**src/rtl/obac_pkg.sv**
```systemverilog
package obac_pkg;

  localparam int LEVEL_SLOTS    = 64;
  localparam int ORDER_SLOTS    = 256;
  localparam int PRICE_BITS     = 20;
  localparam int IN_PRICE_BITS  = 20;
  localparam int OUT_PRICE_BITS = 20;
  localparam int ID_BITS        = 64;
  localparam int QTY_BITS       = 32;
  localparam int SUM_BITS       = 40;
  localparam int LVL_IDX_BITS   = $clog2(LEVEL_SLOTS);
  localparam int ORD_IDX_BITS   = $clog2(ORDER_SLOTS);
  localparam int GROUP_SIZE     = 8;
  localparam int GROUPS         = (LEVEL_SLOTS + GROUP_SIZE - 1) / GROUP_SIZE;

  localparam logic KIND_ADD    = 1'b0;
  localparam logic KIND_CANCEL = 1'b1;

  typedef logic [PRICE_BITS-1:0]   price_t;
  typedef logic [SUM_BITS-1:0]     sum_t;
  typedef logic [QTY_BITS-1:0]     qty_t;
  typedef logic [ID_BITS-1:0]      id_t;
  typedef logic [LVL_IDX_BITS-1:0] lvl_idx_t;
  typedef logic [ORD_IDX_BITS-1:0] ord_idx_t;

  typedef enum logic [1:0] {
    ST_DONE       = 2'd0,
    ST_NOT_FOUND  = 2'd1,
    ST_ORDER_FULL = 2'd2,
    ST_LEVEL_FULL = 2'd3
  } status_t;

  typedef enum logic [2:0] {
    S_IDLE,
    S_FIND,
    S_LEVEL,
    S_UPDATE,
    S_BEST1,
    S_BEST2
  } state_t;

  typedef struct packed {
    logic     en;
    lvl_idx_t idx;
    logic     valid;
    price_t   price;
    sum_t     qty;
  } level_wr_t;

  typedef struct packed {
    logic     hit;
    lvl_idx_t hit_idx;
    sum_t     hit_qty;
    logic     free;
    lvl_idx_t free_idx;
  } level_q_t;

  typedef struct packed {
    logic     en;
    ord_idx_t idx;
    logic     valid;
    id_t      id;
    price_t   price;
    qty_t     qty;
    logic     buy;
  } order_wr_t;

  typedef struct packed {
    logic     hit;
    ord_idx_t hit_idx;
    logic     free;
    ord_idx_t free_idx;
    price_t   price;
    qty_t     qty;
    logic     buy;
  } order_q_t;

  typedef struct packed {
    logic   any;
    price_t price;
  } best_t;

  function automatic best_t best_pick(best_t a, best_t b, logic want_high);
    best_t r;
    r = a;
    if (b.any) begin
      if (!a.any) begin
        r = b;
      end else if (want_high ? (b.price > a.price) : (b.price < a.price)) begin
        r = b;
      end
    end
    return r;
  endfunction

endpackage

```
**src/rtl/obac_order_cell.sv**
```systemverilog
module obac_order_cell (
  input  logic                 clk,
  input  logic                 rst_n,
  input  logic                 wr_sel,
  input  obac_pkg::order_wr_t  wr,
  input  obac_pkg::id_t        query_id,
  input  logic                 free_in,
  output logic                 free_out,
  output logic                 first_free,
  output logic                 match,
  output obac_pkg::price_t     price,
  output obac_pkg::qty_t       qty,
  output logic                 buy
);

  logic             valid_r;
  obac_pkg::id_t    id_r;
  obac_pkg::price_t price_r;
  obac_pkg::qty_t   qty_r;
  logic             buy_r;

  always_ff @(posedge clk) begin
    if (!rst_n) begin
      valid_r <= 1'b0;
    end else if (wr_sel) begin
      valid_r <= wr.valid;
    end
  end

  always_ff @(posedge clk) begin
    if (wr_sel) begin
      id_r    <= wr.id;
      price_r <= wr.price;
      qty_r   <= wr.qty;
      buy_r   <= wr.buy;
    end
  end

  assign free_out   = free_in | ~valid_r;
  assign first_free = ~valid_r & ~free_in;
  assign match      = valid_r && (id_r == query_id);
  assign price      = price_r;
  assign qty        = qty_r;
  assign buy        = buy_r;

endmodule

```
**config.mk**
```make
export PLATFORM = sky130hd
export DESIGN_NAME = obac_order_cell
export DESIGN_NICKNAME = d
export VERILOG_FILES = /design/src/rtl/obac_pkg.sv /design/src/rtl/obac_order_cell.sv
export SDC_FILE = /design/constraint.sdc
export NUM_CORES = 1
export LEC_CHECK = 0
export BUFFER_PORTS_ARGS = -buffer_cell sky130_fd_sc_hd__buf_2
export CORE_UTILIZATION = 40
export CTS_BUF_LIST = sky130_fd_sc_hd__clkbuf_4 sky130_fd_sc_hd__clkbuf_8
export DETAILED_ROUTE_END_ITERATION = 16
export GPL_ROUTABILITY_DRIVEN = 1
export GPL_TIMING_DRIVEN = 1
export HOLD_SLACK_MARGIN = 0.12
export PLACE_DENSITY = 0.87
export SETUP_SLACK_MARGIN = 0.02
export SLEW_MARGIN = 5
export SYNTH_ARGS = -nofsm -noshare
export SYNTH_HDL_FRONTEND = slang
export SYNTH_SLANG_ARGS = --single-unit
```
**constraint.sdc**
```tcl
create_clock -name clk -period 1.6 [get_ports clk]
set_input_delay 0.32 -clock clk [delete_from_list [all_inputs] [get_ports clk]]
set_output_delay 0.32 -clock clk [all_outputs]
set_load 0.01 [all_outputs]
```
Word level (Yosys, flattened, before mapping)
Index checks and enable logic that the tools add are counted.
{ "word_totals": {"ff_bits": 118, "input_bits": 195, "output_inout_bits": 56, "elab_cells": 11} }
{ "op_classes": {"eq_ne": 1, "bitwise": 4, "n_reduce_logical": 1} }
{ "op_table": {"columns": ["operator", "n"], "rows": [
  ["== test 64 bit", 1],
  ["NOT 1 bit", 2],
  ["bitwise AND 1 bit", 1],
  ["logical AND 1 bit", 1],
  ["OR 1 bit", 1]
]} }

Depth between registers and ports, before layout
{ "logic_depth": {"depth_word": 2, "depth_mapped": 5, "depth_no_buf": 5} }

Worst setup path before layout
No wires, ideal clock.
{ "synth_path": {"path_kind": "flip-flop to output port", "start": "reg id_r[58]", "end": "out match", "t_arrival_ns": 1.357, "setup_slack_ns": -0.077, "path_stages_with_launch": 6, "n_path_buf": 0, "cell_sequence": "edfxtp_1 xnor2_1 nand4_1 nor4_1 nand4_1 nor4b_2"} }
{ "synth_between": {"elab_chain_len": 2} }
{ "synth_rtl": {"columns": ["element", "line", "text"], "rows": [
  ["start, declared", "obac_order_cell.sv:17", "obac_pkg::id_t id_r;"],
  ["start signal, assigned", "obac_order_cell.sv:32", "id_r <= wr.id;"],
  ["== test 64 bit", "obac_order_cell.sv:41", "assign match = valid_r && (id_r == query_id);"],
  ["logical AND 1 bit", "obac_order_cell.sv:41", null],
  ["end, declared", "obac_order_cell.sv:10", "output logic match,"]
]} }
No other way between the ends.

Worst setup path after layout
Same ends and word-level chain as after synthesis.

==> qor.yml <==
cp.arrival_ns: 2.11
worst-setup-path-type: "flop to output pin"
post_cts_buffers: 0
tritoncts: "yes"
cap_violations: 0
crit_required_ns: 1.28
die-area_mm2: 0.0113
finalCriticalPeriod_ns: 2.43
yosys_register_bits: 118
grt_pass1_wl_um: 19800
syn2layout_area_growth_pct: 71.4
dpl_cell_area_mm2: 0.00589
clock_skew_ns: 0
cts_made_buffers: 17
violations: "negative setup slack"
ant_nets: 0
stdcell_count: 782
power_density_mw_per_mm2: 1010
antenna_found_initial: 0
gp_congestion: 0.877
synth_edf_count: 117
fin_ws_ns: -0.827
initialDrtViolationCount: 232
first_pass_iters: 5
grt_overflow: 0
endpoint_kind: "output pin"
diodes: 0
final_nets: 828
synth_top_flop_cell: "edfxtp_1"
vias: 3623
fin_crit_sh_pct: 152
wl_per_cell_um: 17.1
worst_pin_slew_ns: 0.327
start_util_pct: 41.8
relSlewSlack_pct: 78.0
ys_warn_count: 0
worstSkewPairLatency_ns: 0.42
syn_avg_cell_area_um2: 18.1
yosys.cell_types.count: 25
crit_path_max_fanout: 1
hp-class: "input port to flop"
ys_seq_area_share_pct: 80.8
finalSetupViolations: 1
hold_violations: 0
cts.clk_slew.worst_paths_ns: 0.07
io_pins: 251
synth_area_mm2: 0.00437
rrSetupSlack_ns: 0.86
cts_htree_levels: 4
max_freq_ghz: 0.412
wl_um: 13300
design_area_mm2: 0.00749
first_global_vias: 4001
die_y_um: 107
rr_startpoint: "valid_r"
drive_gt1_share_pct: 44.9
p_total_w: 0.00754
groute.usage.overall_pct: 24.0
hp-start: "wr[117]"
drv_slew: 0
hpwl_um: 8670
p_leak_nw: 3.22
grt_max_degree: 39
reg2regPathDepth: 3
drcViolationCount: 0
clk_path_buf_depth: 2
synth_async_sr_flop_share_pct: 0
rows: 37
cts-root-buf: "clkbuf_8"
cts.sinks: 118
rsz0062_at_grt: "true"
cp-startpoint: "id_r[58]"
vias_per_cell: 4.63
ir_drop_uv: 711
status: "finished with violations"
io_buffer_count: 241
fp.dieW_um: 107
dp_cells: 632
start_kind: "flop"
worst_hold_path.num_cells: 3
coreArea_mm2: 0.0105
synthCells: 241
synth_fp_nets: 436
==> state kept, by name (all words and copies together), names as in the netlist <==
register and cells:
valid_r 1, qty 32, buy 1, id_r 64, price 20
==> stage by stage <==
step                      setup TNS, ns  worst slack, ns  hold WS [ns]  util (%)
after CTS                        -0.906           -0.906         0.158      71.6
final                            -0.827           -0.827         0.183      71.6
after detailed placement         -0.608           -0.608         0.498      56.3
after global routing             -0.979           -0.979         0.192      71.6
after floorplan                 -0.0760          -0.0760         0.419         -
after global placement           -0.602           -0.602         0.496      56.3
==> cell families after synthesis <==
kind of cell	share of synthesized area [%]
mux	0.229
buf+inv	2.40
xor+xnor	7.21
flops	80.8
compound gates	4.67
simple gates	4.64
==> report_power, final <==
group | internal (W) | switching, W | leakage (nW)
sequential | 0.00367 | 0.0000989 | 1.15
clock | 0.00155 | 0.00124 | 0.196
combinational | 0.000572 | 0.000412 | 1.87
total | 0.00579 | 0.00175 | 3.22
==> cell type report <==
cell class / count / area, µm²
flip-flops and latches: 118 / 3530
fillers: 667 / 2970
clock buffers: 17 / 234
inverters: 28 / 105
repair buffers: 373 / 2520
well taps: 136 / 170
clock inverters: 15 / 181
multi-input cells: 95 / 747
==> metal layers <==
layer	wire length, µm	global-route usage [%]
met4	159	7.14
met1	4750	23.6
met3	1050	8.15
met5	0	0
met2	7390	46.9
==> Yosys cell counts (2+ instances only) <==
library cell  count  area (µm²)
nand4_1           9        56.3
o2bb2ai_1         3        26.3
o22ai_1          11        68.8
nor4_1            4        25.0
o2111ai_1         2        17.5
xor2_1            8        70.1
inv_1            28         105
nor3_1            2        10.0
nor2b_1           2        12.5
nor2_1            2        7.51
edfxtp_1        117        3510
nand2b_1          7        43.8
a22oi_1           5        37.5
a22o_1            2        17.5
xnor2_1          28         245
nand3_1           2        10.0
==> critical path, cell delays in order, from the launching register on <==
cell      delay [ns]
edfxtp_1        0.39
xnor2_1         0.15
nand4_1         0.15
nor4_2          0.34
nand4_1         0.25
nor4b_4         0.25
buf_2           0.16
==> cells in the final DEF (no fill, tap or decap), types with 4 or more instances in the layout <==
master | Yosys | layout
buf_2 | 0 | 240
xor2_1 | 8 | 8
buf_4 | 0 | 13
edfxtp_1 | 117 | 117
clkbuf_8 | 0 | 17
clkinvlp_4 | 0 | 4
xnor2_1 | 28 | 28
clkinv_4 | 0 | 5
nand4_1 | 9 | 9
nand2b_1 | 7 | 7
o22ai_1 | 11 | 11
dlygate4sd3_1 | 0 | 118
inv_1 | 28 | 28
a22oi_1 | 5 | 5
==> final timing paths <==
| path | end |
|---|---|
| max | match |
| min | valid_r |
| max reg2reg | valid_r |
| min reg2reg | valid_r |
==> repair_timing <==
item                                   in CTS  in global routing
pin swaps                                   3                  2
hold buffers                              118                  0
gates resized for setup                     1                  0
endpoints found under the hold margin     118                  0
setup endpoints to repair                   1                  1
Power figures use the tool's default switching activity.
